### config.mk
export PLATFORM = sky130hd
export DESIGN_NAME = integer_to_radix_digits_unit
export DESIGN_NICKNAME = d
export VERILOG_FILES = /design/src/itrd_pkg.sv /design/src/itrd_ctrl.sv /design/src/itrd_datapath.sv /design/src/integer_to_radix_digits_unit.sv
export SDC_FILE = /design/constraint.sdc
export NUM_CORES = 1
export LEC_CHECK = 0
export ABC_AREA = 1
export BUFFER_PORTS_ARGS = -buffer_cell sky130_fd_sc_hd__buf_2
export CAP_MARGIN = 15
export CORE_MARGIN = 2
export CORE_UTILIZATION = 62
export DETAILED_ROUTE_END_ITERATION = 10
export PLACE_DENSITY = 0.8
export SLEW_MARGIN = 20
export SYNTH_ARGS = -nofsm -noshare
export SYNTH_HDL_FRONTEND = slang
export SYNTH_SLANG_ARGS = --single-unit
### constraint.sdc
create_clock -name i_clk -period 16.5 [get_ports i_clk]
set_input_delay 0.825 -clock i_clk [delete_from_list [all_inputs] [get_ports i_clk]]
set_output_delay 0.825 -clock i_clk [all_outputs]
set_load 0.02 [all_outputs]
### src/itrd_pkg.sv
// Package for the integer to radix digits unit.
// Holds sizes, the radix limits, the controller/datapath command and status types
// and the digit to ASCII mapping. Depends on nothing.
package itrd_pkg;

    // Sizes of the input value and of the digit stack.
    localparam int VALUE_BITS = 31;
    localparam int MAX_DIGITS = 31;

    // Radix register and digit values.
    localparam int RADIX_W = 6;
    localparam logic [RADIX_W-1:0] RADIX_MIN   = RADIX_W'(2);
    localparam logic [RADIX_W-1:0] RADIX_MAX   = RADIX_W'(36);
    localparam logic [RADIX_W-1:0] RADIX_RESET = RADIX_W'(10);

    // Long division: quotient bits resolved per cycle and cycles per digit.
    localparam int STEPS_PER_CYCLE = 8;
    localparam int DIV_CYCLES      = (VALUE_BITS + STEPS_PER_CYCLE - 1) / STEPS_PER_CYCLE;
    localparam int DIV_BITS        = DIV_CYCLES * STEPS_PER_CYCLE;
    localparam int CNT_W           = $clog2(DIV_CYCLES + 1);

    // Stack addressing: the depth counter can hold MAX_DIGITS itself.
    localparam int IDX_W   = $clog2(MAX_DIGITS);
    localparam int DEPTH_W = $clog2(MAX_DIGITS + 1);

    // ASCII mapping.
    localparam int CHAR_W = 7;
    localparam logic [RADIX_W-1:0] LAST_DECIMAL = RADIX_W'(9);
    localparam logic [CHAR_W-1:0]  ASCII_ZERO   = CHAR_W'(48);
    localparam logic [CHAR_W-1:0]  ALPHA_OFFSET = CHAR_W'(87);

    // Commands from the controller to the datapath.
    typedef struct packed {
        logic load;      // take a new value, clear the stack
        logic step;      // run one cycle of the long division
        logic push;      // last division cycle: push the remainder, keep the quotient
        logic pop;       // move the top digit into the output register
    } t_dp_cmd;

    // Status from the datapath to the controller.
    typedef struct packed {
        logic q_zero;    // quotient of the current division cycle is zero
        logic full;      // the push now in progress fills the stack
        logic last_pop;  // one digit left on the stack
        logic out_free;  // output register can take a beat this cycle
    } t_dp_sts;

    function automatic logic [CHAR_W-1:0] digit_to_ascii(input logic [RADIX_W-1:0] d);
        logic [CHAR_W-1:0] dx;
        dx = CHAR_W'(d);
        if (d > LAST_DECIMAL) begin
            return dx + ALPHA_OFFSET;
        end
        return dx + ASCII_ZERO;
    endfunction

endpackage

### src/itrd_ctrl.sv
// Controller state machine of the integer to radix digits unit.
// Sequences load, division cycles and stack pops. Depends on itrd_pkg.
module itrd_ctrl
    import itrd_pkg::*;
(
    input  logic    i_clk,
    input  logic    i_rst_n,
    input  logic    i_valid,
    input  t_dp_sts i_sts,
    output t_dp_cmd o_cmd,
    output logic    o_busy
);

    typedef enum logic [1:0] {
        ST_IDLE,
        ST_DIV,
        ST_POP
    } t_state;

    t_state           r_state, n_state;
    logic [CNT_W-1:0] r_cnt, n_cnt;
    logic             w_last_cycle;

    assign w_last_cycle = (r_cnt == CNT_W'(DIV_CYCLES - 1));
    assign o_busy       = (r_state != ST_IDLE);

    always_comb begin
        n_state = r_state;
        n_cnt   = r_cnt;
        o_cmd   = '0;
        case (r_state)
            ST_IDLE: begin
                if (i_valid) begin
                    o_cmd.load = 1'b1;
                    n_cnt      = '0;
                    n_state    = ST_DIV;
                end
            end
            ST_DIV: begin
                o_cmd.step = 1'b1;
                if (w_last_cycle) begin
                    o_cmd.push = 1'b1;
                    n_cnt      = '0;
                    if (i_sts.q_zero || i_sts.full) begin
                        n_state = ST_POP;
                    end
                end else begin
                    n_cnt = r_cnt + CNT_W'(1);
                end
            end
            ST_POP: begin
                if (i_sts.out_free) begin
                    o_cmd.pop = 1'b1;
                    if (i_sts.last_pop) begin
                        n_state = ST_IDLE;
                    end
                end
            end
            default: begin
                n_state = ST_IDLE;
            end
        endcase
    end

    always_ff @(posedge i_clk) begin
        if (!i_rst_n) begin
            r_state <= ST_IDLE;
            r_cnt   <= '0;
        end else begin
            r_state <= n_state;
            r_cnt   <= n_cnt;
        end
    end

endmodule

### src/itrd_datapath.sv
// Datapath of the integer to radix digits unit: radix register, long divider,
// digit stack and output register. Depends on itrd_pkg.
module itrd_datapath
    import itrd_pkg::*;
(
    input  logic                  i_clk,
    input  logic                  i_rst_n,
    input  logic                  i_cfg_we,
    input  logic [RADIX_W-1:0]    i_cfg_data,
    input  logic [VALUE_BITS-1:0] i_value,
    input  t_dp_cmd               i_cmd,
    output t_dp_sts               o_sts,
    input  logic                  i_stall,
    output logic                  o_valid,
    output logic [CHAR_W-1:0]     o_digit_char,
    output logic                  o_last_digit
);

    logic [RADIX_W-1:0]  r_radix;
    logic [DIV_BITS-1:0] r_work;
    logic [RADIX_W-1:0]  r_rem;
    logic [DEPTH_W-1:0]  r_depth;
    logic [RADIX_W-1:0]  r_stack [MAX_DIGITS];
    logic                r_o_valid;
    logic [CHAR_W-1:0]   r_o_char;
    logic                r_o_last;

    logic [DIV_BITS-1:0] w_work;
    logic [RADIX_W-1:0]  w_rem;
    logic [RADIX_W:0]    w_trial;
    logic [DEPTH_W-1:0]  w_top;
    logic [IDX_W-1:0]    w_wr_idx;
    logic [IDX_W-1:0]    w_rd_idx;

    // Eight restoring division steps on the narrow remainder. The dividend
    // bits leave the top of the work word and the quotient bits enter below.
    always_comb begin
        w_work  = r_work;
        w_rem   = r_rem;
        w_trial = '0;
        for (int k = 0; k < STEPS_PER_CYCLE; k++) begin
            w_trial = {w_rem, w_work[DIV_BITS-1]};
            w_work  = {w_work[DIV_BITS-2:0], 1'b0};
            if (w_trial >= {1'b0, r_radix}) begin
                w_trial   = w_trial - {1'b0, r_radix};
                w_work[0] = 1'b1;
            end
            w_rem = w_trial[RADIX_W-1:0];
        end
    end

    assign w_top    = r_depth - DEPTH_W'(1);
    assign w_wr_idx = r_depth[IDX_W-1:0];
    assign w_rd_idx = w_top[IDX_W-1:0];

    assign o_sts.q_zero   = (w_work == '0);
    assign o_sts.full     = (r_depth == DEPTH_W'(MAX_DIGITS - 1));
    assign o_sts.last_pop = (r_depth == DEPTH_W'(1));
    assign o_sts.out_free = !r_o_valid || !i_stall;

    always_ff @(posedge i_clk) begin
        if (!i_rst_n) begin
            r_radix   <= RADIX_RESET;
            r_depth   <= '0;
            r_o_valid <= 1'b0;
        end else begin
            if (i_cfg_we && (i_cfg_data >= RADIX_MIN) && (i_cfg_data <= RADIX_MAX)) begin
                r_radix <= i_cfg_data;
            end
            if (i_cmd.load) begin
                r_depth <= '0;
            end else if (i_cmd.push) begin
                r_depth <= r_depth + DEPTH_W'(1);
            end else if (i_cmd.pop) begin
                r_depth <= w_top;
            end
            if (i_cmd.pop) begin
                r_o_valid <= 1'b1;
            end else if (!i_stall) begin
                r_o_valid <= 1'b0;
            end
        end
    end

    always_ff @(posedge i_clk) begin
        if (i_cmd.load) begin
            r_work <= DIV_BITS'(i_value);
            r_rem  <= '0;
        end else if (i_cmd.push) begin
            r_work <= w_work;
            r_rem  <= '0;
        end else if (i_cmd.step) begin
            r_work <= w_work;
            r_rem  <= w_rem;
        end
        if (i_cmd.push) begin
            r_stack[w_wr_idx] <= w_rem;
        end
        if (i_cmd.pop) begin
            r_o_char <= digit_to_ascii(r_stack[w_rd_idx]);
            r_o_last <= (r_depth == DEPTH_W'(1));
        end
    end

    assign o_valid      = r_o_valid;
    assign o_digit_char = r_o_char;
    assign o_last_digit = r_o_last;

endmodule

### src/integer_to_radix_digits_unit.sv
// Integer to radix digits unit: top level joining controller and datapath.
// Division runs 8 quotient bits per cycle over a 32-bit work word, then one
// beat per cycle leaves the digit stack while the output is not stalled. A new
// item is taken only after the last digit of the previous one has been popped.
// Reset (synchronous, active low) sets radix to 10 and empties the pipeline.
module integer_to_radix_digits_unit
    import itrd_pkg::*;
(
    input  logic                  i_clk,
    input  logic                  i_rst_n,
    // Configuration: radix register, writes outside 2..36 are dropped.
    input  logic                  i_cfg_we,
    input  logic [RADIX_W-1:0]    i_cfg_data,
    // Input channel.
    input  logic                  i_valid,
    output logic                  o_stall,
    input  logic [VALUE_BITS-1:0] i_value,
    // Output channel: one beat per digit, most significant first.
    output logic                  o_valid,
    input  logic                  i_stall,
    output logic [CHAR_W-1:0]     o_digit_char,
    output logic                  o_last_digit
);

    t_dp_cmd s_cmd;
    t_dp_sts s_sts;
    logic    s_busy;

    // The controller walks through three phases: idle, where a beat is taken
    // whenever one is offered; division, where each digit is found by the long
    // divider and pushed onto the stack least significant first; and pop,
    // where digits leave most significant first as the output register frees.
    itrd_ctrl u_ctrl (
        .i_clk   (i_clk),
        .i_rst_n (i_rst_n),
        .i_valid (i_valid),
        .i_sts   (s_sts),
        .o_cmd   (s_cmd),
        .o_busy  (s_busy)
    );

    // The datapath owns the radix register, the divider, the stack and the
    // output register. The output register lets the next input beat be taken
    // while the final digit of the previous item still waits downstream.
    itrd_datapath u_dp (
        .i_clk        (i_clk),
        .i_rst_n      (i_rst_n),
        .i_cfg_we     (i_cfg_we),
        .i_cfg_data   (i_cfg_data),
        .i_value      (i_value),
        .i_cmd        (s_cmd),
        .o_sts        (s_sts),
        .i_stall      (i_stall),
        .o_valid      (o_valid),
        .o_digit_char (o_digit_char),
        .o_last_digit (o_last_digit)
    );

    // Only one item is in work at a time.
    assign o_stall = s_busy;

    // An accepted beat always starts the division phase.
    a_accept_busy: assert property (@(posedge i_clk) disable iff (!i_rst_n)
        (i_valid && !o_stall) |=> o_stall)
        else $error("accepted beat did not start work");

    // A pop never overwrites a beat that is still stalled at the output.
    a_pop_free: assert property (@(posedge i_clk) disable iff (!i_rst_n)
        s_cmd.pop |-> s_sts.out_free)
        else $error("pop issued while output register held");

    // A pop always drives a new beat on the output next cycle.
    a_pop_valid: assert property (@(posedge i_clk) disable iff (!i_rst_n)
        s_cmd.pop |=> o_valid)
        else $error("pop did not produce an output beat");

    // The final digit of an item leaves the controller idle.
    a_last_idle: assert property (@(posedge i_clk) disable iff (!i_rst_n)
        (s_cmd.pop && s_sts.last_pop) |=> !o_stall)
        else $error("controller busy after final digit");

endmodule
=== Word level (Yosys, flattened, before mapping) ===
Memory sizes are Yosys's and may differ from the RTL's.
Index checks and enable logic that the tools add are counted.

* Bits in registers: 63
* Memories kept: 1
* Word-level logic and storage cells: 108
* Bits in latches: 0
* Bits in read-only memories: 0
* RAM bits: 186
* Input port bits: 42
* Output and inout bits: 10

{| class="wikitable"
|+ Memories
! name !! words !! width !! read ports !! clocked after memory_dff !! wr ports !! RTL line !! text
|-
| u_dp.r_stack || 31 || 6 || 1 || 0 || 1 || itrd_datapath.sv:23 || <nowiki>logic [RADIX_W-1:0] r_stack [MAX_DIGITS];</nowiki>
|}

* Divide/modulo/power cells: 0
* Muxes and demuxes: 44
* Equality and inequality tests: 11
* Add/subtract/negate cells: 13
* Shift operators: 0
* Order comparisons: 11
* Multiply operators: 0
* Reduce and logical (&&, ||, !) cells: 17
* Bitwise gates (word level): 1

{| class="wikitable"
|+ Operator list
! kind !! count
|-
| 32-bit 2-to-1 mux || 2
|-
| 7-bit by 6-bit >= comparator with 1-bit output || 8
|-
| 6-bit 2-to-1 mux || 8
|-
| 6-bit subtractor || 8
|-
| 32-bit logical NOT || 1
|-
| 31-bit 2-to-1 mux || 1
|-
| 1-bit 2-to-1 mux || 19
|-
| 7-bit 2-to-1 mux || 2
|-
| 2-bit 2-to-1 mux || 6
|-
| 5-bit 2-to-1 mux || 2
|-
| 2-bit nonzero test || 4
|-
| 6-bit by 6-bit adder with 7-bit output (second input constant) || 1
|-
| 6-bit by 7-bit adder with 7-bit output (second input constant) || 1
|-
| 6-bit by 2-bit >= comparator with 1-bit output (second input constant) || 1
|-
| 6-bit by 4-bit > comparator with 1-bit output (second input constant) || 1
|-
| 6-bit less-or-equal comparator (second input constant) || 1
|-
| 3-bit 2-to-1 mux || 2
|-
| 2-bit by 1-bit != test with 1-bit output (second input constant) || 3
|-
| 2-bit != test (second input constant) || 3
|-
| 2-bit one-hot mux with 3 select lines || 1
|-
| 3-bit one-hot mux with 2 select lines || 1
|-
| 5-bit by 1-bit adder with 5-bit output (second input constant) || 1
|-
| 5-bit by 1-bit equality test with 1-bit output (second input constant) || 1
|-
| 5-bit equality test (second input constant) || 1
|-
| 14 further kinds || 18
|}

=== Depth between registers and ports, before layout ===
* Depth in word-level cells: 21
* Depth in mapped cells: 86

=== Hierarchy ===
From an unflattened synthesis, not the netlist that was laid out.

* Cells, all modules: 1,351
* Area total of the unflattened synthesis: 13,271.5 µm²

{| class="wikitable"
|+ Modules (own cells, without submodules)
! module !! cells each !! area each (µm²) !! times used !! seq. area each (µm²)
|-
| itrd_datapath || 1,308 || 12,961.2 || 1 || 7,136.8
|-
| itrd_ctrl || 43 || 310.3 || 1 || 100.1
|}

=== Worst setup path before layout ===
OpenSTA, ideal clock, no wires.

* Kind: reg2reg
* Start: reg u_dp.r_radix[1]
* End: mem u_dp.r_stack[0][1], data pin
* Data required time: 16.224 ns
* Path buffers: 0
* Clock period less this slack: 12.440 ns
* Stages on the path, launching flop included: 81
* Path slack: 4.060 ns
* Arrival time: 12.164 ns
* Path through: dfxtp_1 > inv_1 > ha_1 > nand3_1 > nand2_1 > nand2_2 > nand3_4 > nand2_1 > nand2_1 > ha_1 > nand2_1 > nor2_1 > a31oi_1 > inv_1 > nor2_4 > nand3_2 > nand2_1 > nand2_1 > (+45 left out) > nor2_1 > nor2_1 > inv_1 > a21boi_0 > nand3_4 > nand2_1 > nand2_1 > ha_1 > a21oi_1 > o21bai_1 > a21oi_1 > nor2_1 > nor2_1 > o21a_1 > inv_1 > nor2_4 > nand3_1 > nand2_1

* Word-level cells in the longest chain between the ends: 16
* Elaborated cells between the ends (all ways): 24

{| class="wikitable"
|+ RTL lines
! element !! RTL line !! text
|-
| start: declaration || itrd_datapath.sv:19 || <nowiki>logic [RADIX_W-1:0] r_radix;</nowiki>
|-
| start signal: assignment || itrd_datapath.sv:68 || <nowiki>r_radix <= i_cfg_data;</nowiki>
|-
| 6-bit subtractor / 7-bit by 6-bit >= comparator with 1-bit output (equally long branches) || itrd_datapath.sv:45, itrd_datapath.sv:44 ||
|-
| 6-bit 2-to-1 mux || itrd_datapath.sv:44 || <nowiki>if (w_trial >= {1'b0, r_radix}) begin</nowiki>
|-
| 6-bit subtractor / 7-bit by 6-bit >= comparator with 1-bit output (equally long branches) || itrd_datapath.sv:45, itrd_datapath.sv:44 ||
|-
| 6-bit 2-to-1 mux || itrd_datapath.sv:44 ||
|-
| 6-bit subtractor / 7-bit by 6-bit >= comparator with 1-bit output (equally long branches) || itrd_datapath.sv:45, itrd_datapath.sv:44 ||
|-
| 6-bit 2-to-1 mux || itrd_datapath.sv:44 ||
|-
| 6-bit subtractor / 7-bit by 6-bit >= comparator with 1-bit output (equally long branches) || itrd_datapath.sv:45, itrd_datapath.sv:44 ||
|-
| 6-bit 2-to-1 mux || itrd_datapath.sv:44 ||
|-
| 6-bit subtractor / 7-bit by 6-bit >= comparator with 1-bit output (equally long branches) || itrd_datapath.sv:45, itrd_datapath.sv:44 ||
|-
| 6-bit 2-to-1 mux || itrd_datapath.sv:44 ||
|-
| 7-bit by 6-bit >= comparator with 1-bit output / 6-bit subtractor (equally long branches) || itrd_datapath.sv:44, itrd_datapath.sv:45 ||
|-
| 6-bit 2-to-1 mux || itrd_datapath.sv:44 ||
|-
| 7-bit by 6-bit >= comparator with 1-bit output / 6-bit subtractor (equally long branches) || itrd_datapath.sv:44, itrd_datapath.sv:45 ||
|-
| 6-bit 2-to-1 mux || itrd_datapath.sv:44 ||
|-
| 6-bit subtractor / 7-bit by 6-bit >= comparator with 1-bit output (equally long branches) || itrd_datapath.sv:45, itrd_datapath.sv:44 ||
|-
| 6-bit 2-to-1 mux * || itrd_datapath.sv:44 ||
|-
| via u_dp.w_trial[1] || itrd_datapath.sv:30 || <nowiki>logic [RADIX_W:0] w_trial;</nowiki>
|-
| end: declaration || itrd_datapath.sv:23 ||
|}

The timed path passes the listed nets; every way through them passes the cells marked *.

=== Worst setup path after layout ===
* Start: reg u_dp.r_radix[1]
* End: mem u_dp.r_stack[11][2], data pin

* Word-level cells in the longest chain between the ends: 16
* Elaborated cells between the ends (all ways): 24

{| class="wikitable"
|+ RTL lines
! element !! RTL line
|-
| 6-bit subtractor / 7-bit by 6-bit >= comparator with 1-bit output (equally long branches) || itrd_datapath.sv:45, itrd_datapath.sv:44
|-
| 6-bit 2-to-1 mux || itrd_datapath.sv:44
|-
| 6-bit subtractor / 7-bit by 6-bit >= comparator with 1-bit output (equally long branches) || itrd_datapath.sv:45, itrd_datapath.sv:44
|-
| 6-bit 2-to-1 mux || itrd_datapath.sv:44
|-
| 6-bit subtractor / 7-bit by 6-bit >= comparator with 1-bit output (equally long branches) || itrd_datapath.sv:45, itrd_datapath.sv:44
|-
| 6-bit 2-to-1 mux || itrd_datapath.sv:44
|-
| 6-bit subtractor / 7-bit by 6-bit >= comparator with 1-bit output (equally long branches) || itrd_datapath.sv:45, itrd_datapath.sv:44
|-
| 6-bit 2-to-1 mux || itrd_datapath.sv:44
|-
| 6-bit subtractor / 7-bit by 6-bit >= comparator with 1-bit output (equally long branches) || itrd_datapath.sv:45, itrd_datapath.sv:44
|-
| 6-bit 2-to-1 mux || itrd_datapath.sv:44
|-
| 7-bit by 6-bit >= comparator with 1-bit output / 6-bit subtractor (equally long branches) || itrd_datapath.sv:44, itrd_datapath.sv:45
|-
| 6-bit 2-to-1 mux || itrd_datapath.sv:44
|-
| 6-bit subtractor / 7-bit by 6-bit >= comparator with 1-bit output (equally long branches) || itrd_datapath.sv:45, itrd_datapath.sv:44
|-
| 6-bit 2-to-1 mux || itrd_datapath.sv:44
|-
| 6-bit subtractor / 7-bit by 6-bit >= comparator with 1-bit output (equally long branches) || itrd_datapath.sv:45, itrd_datapath.sv:44
|-
| 6-bit 2-to-1 mux * || itrd_datapath.sv:44
|-
| via u_dp.w_trial[2] || itrd_datapath.sv:30
|}

Marked as above.

==> flow_metrics.tcl <==
set metrics [dict create \
    path_common_cell "nand2_1" \
    worst_setup_path_start_kind "flop" \
    synthMuxAreaShare 0 \
    first_iter_violations 876 \
    fmax_ghz 0.0667 \
    via_per_inst 5.94 \
    finalSetupViolCount 0 \
    ys_ff_latch 249 \
    grt_pass1_vias 9792 \
    period_share 0.909 \
    slowest_delay_ns 0.82 \
    synth_area_per_cell_um2 9.62 \
    finClkSkew_ns 0.0169 \
    cts_max_path_buffers 3 \
    firstDrtPassIters 6 \
    worst_slew_pin_slew_ns 1.11 \
    cap_violations 0 \
    synth_edf_count 225 \
    syn_to_final_growth_pct 9.69 \
    grt_util_all_layers 0.294 \
    syn_inst 1376 \
    dieArea_um2 22500 \
    drc 0 \
    place_congestion 0.937 \
    synth_top_area_frac 0.510 \
    cts.sinks 249 \
    antenna_found_initial 0 \
    final_antenna_net_count 0 \
    portBuffers 51 \
    netlist_area_um2 13200 \
    ctsResizeCount 0 \
    synth_xor_area_frac 0.0225 \
    cts_setup_buffers 0 \
    dr_total_vias 10100 \
    arrival_ns 15.16 \
    synth_cell_types 42 \
    clock_latency_ns 0.53 \
    critPathKind "flop to flop" \
    die_w_um 150 \
    cp.required_ns 16.66 \
    cp_slowest_cell "nand2_1" \
    seq_area_frac_synth 0.547 \
    synthSimpleGateAreaFrac 0.195 \
    fillers 1544 \
    grt_max_degree 94 \
    row_count 53 \
    cts_max_level 1 \
    grt_pass1_wl_mm 51.1 \
    wire_per_inst_um 19.2 \
    seqCellArea_um2 7240 \
    cts_tree "built" \
    cp_max_fo 31 \
    grt.overflow.total 0 \
    ys_warn_count 0 \
    place_hpwl_mm 22.1 \
    synthAdderAreaFrac 0.0688 \
    drive_above_1_share 0.0942 \
    finalHoldViolCount 0 \
    diodes 0 \
    nNetsFinal 1524 \
    multi_input_area_um2 5350 \
    slew_headroom 0.261 \
    wirelength_mm 32.7 \
    synthArstFlopShare 0 \
    synth_compound_area_frac 0.118 \
    die_h_um 150 \
    root_buffer "clkbuf_16" \
    status "complete, no violations" \
    drv_slew 0 \
    start_util 0.630 \
    endpoint_kind "flop" \
    synth_nets 1486 \
    ys_top_cells_by_area "edfxtp_1 51%, nand2_1 7.8%, ha_1 5.7%" \
    synth_top_family_by_area "simple AND/OR/NAND/NOR gates" \
    cts_inserted_buffers 25 \
    min_period_ns 15.00 \
    rsz0062_at_grt "false" \
    ios 52 \
    tns_ns 0 \
    clk_pin_slew_ns 0.07 \
    hp-class "flop to flop" \
    hold_buffers 0 \
    synth_top_area_cell "edfxtp_1" \
    core_um2 21000 \
    synth-main-ff-cell "edfxtp_1" \
]
## cell families (layout without fill, tap and decap cells)
| family | count (synthesis) | count (layout) |
|---|---|---|
| buffers and inverters | 175 | 232 |
| adders and majority gates | 68 | 68 |
| xor gates and xnor gates | 34 | 34 |
| and+or+nand+nor | 580 | 580 |
| AOI/OAI and AO/OA | 270 | 270 |
| DFF | 249 | 249 |
## layout by cell type (no fill, tap or decap), drive strengths merged, types with 5 or more instances in the layout
cell	count
nand2	281
o21ai	139
nand3	74
edfxtp	225
ha	60
o211ai	18
clkbuf	35
nand4	25
inv	130
xor2	23
a21oi	43
dfxtp	24
nor4	10
o221ai	16
o31ai	5
nor2	183
a31oi	11
fa	8
clkinv	7
buf	57
xnor2	11
o22ai	26
## Yosys cell counts (2+ instances only)
library cell,n
buf_1,4
nand2_2,2
nor2_1,175
a21o_1,2
a21oi_1,41
inv_1,128
dfxtp_1,24
nor2_2,6
nor2_4,2
o21ai_0,137
xor2_1,23
o21a_1,4
nand2_1,274
nor3_1,4
o22ai_1,26
edfxtp_1,225
nand2_4,5
o31ai_1,5
nand3_4,7
fa_1,8
o21ai_1,2
clkbuf_1,42
nand4_1,24
nand3_2,6
o221ai_1,16
xnor2_1,11
a21boi_0,2
ha_1,60
o211ai_1,18
a31oi_1,11
nor4_1,10
o21bai_1,2
nand3_1,61
## area by class of cell
type                            instances  area share
Sequential cell                       249       0.498
Multi-Input combinational cell        952       0.369
Clock buffer                           35      0.0484
Inverter                              129      0.0333
Tap cell                              275      0.0237
Timing Repair Buffer                   57      0.0207
Clock inverter                         11     0.00681
## sequential cells by signal (all words and copies together) (netlist names), 2 cells and up
register           flops
u_dp.o_digit_char      7
u_dp.r_work           32
u_dp.r_depth           5
u_dp.r_rem             6
u_dp.r_stack         186
u_dp.r_radix           6
u_ctrl.r_cnt           3
u_ctrl.r_state         2
## worst paths after layout
path,from,to,slack [ns],cells after the start
hold reg to reg,u_ctrl.r_cnt[2],u_ctrl.r_cnt[2],0.46,2
setup / recovery,u_dp.r_radix[1],u_dp.r_stack[11][2],1.50,78
hold / removal,u_ctrl.r_cnt[2],u_ctrl.r_cnt[2],0.46,2
setup reg to reg,u_dp.r_radix[1],u_dp.r_stack[11][2],1.50,78
## metrics by stage
step                 util  area [um2]  hold slack, ns  std cells  setup WS (ns)
global route        0.691       14500           0.479       1708         0.0812
floorplan               -       13200           0.422       1376           4.06
finish              0.691       14500           0.460       1708           1.50
CTS                 0.690       14500           0.463       1708           1.74
global placement    0.652       13700           0.433       1662           2.53
detailed placement  0.652       13700           0.453       1662           1.75
## per-layer routing
metal,vias to the layer above,GRT usage,share of wire
met5,-,0,0
met4,0,0.139,0.047
met3,98,0.0367,0.069
met2,447,0.516,0.50
met1,4723,0.363,0.38
li1,4880,-,-
## critical path: cells and delay by family, from the launching register on
family          cells  cell delay [ns]
fa+ha+maj           8             2.56
flops               1             0.61
simple gates       38             5.53
buf+inv             6             0.84
compound gates     26             5.01
Power is not shown: default switching activity piles up to over one toggle a cycle in this logic, so the estimate is an artifact.
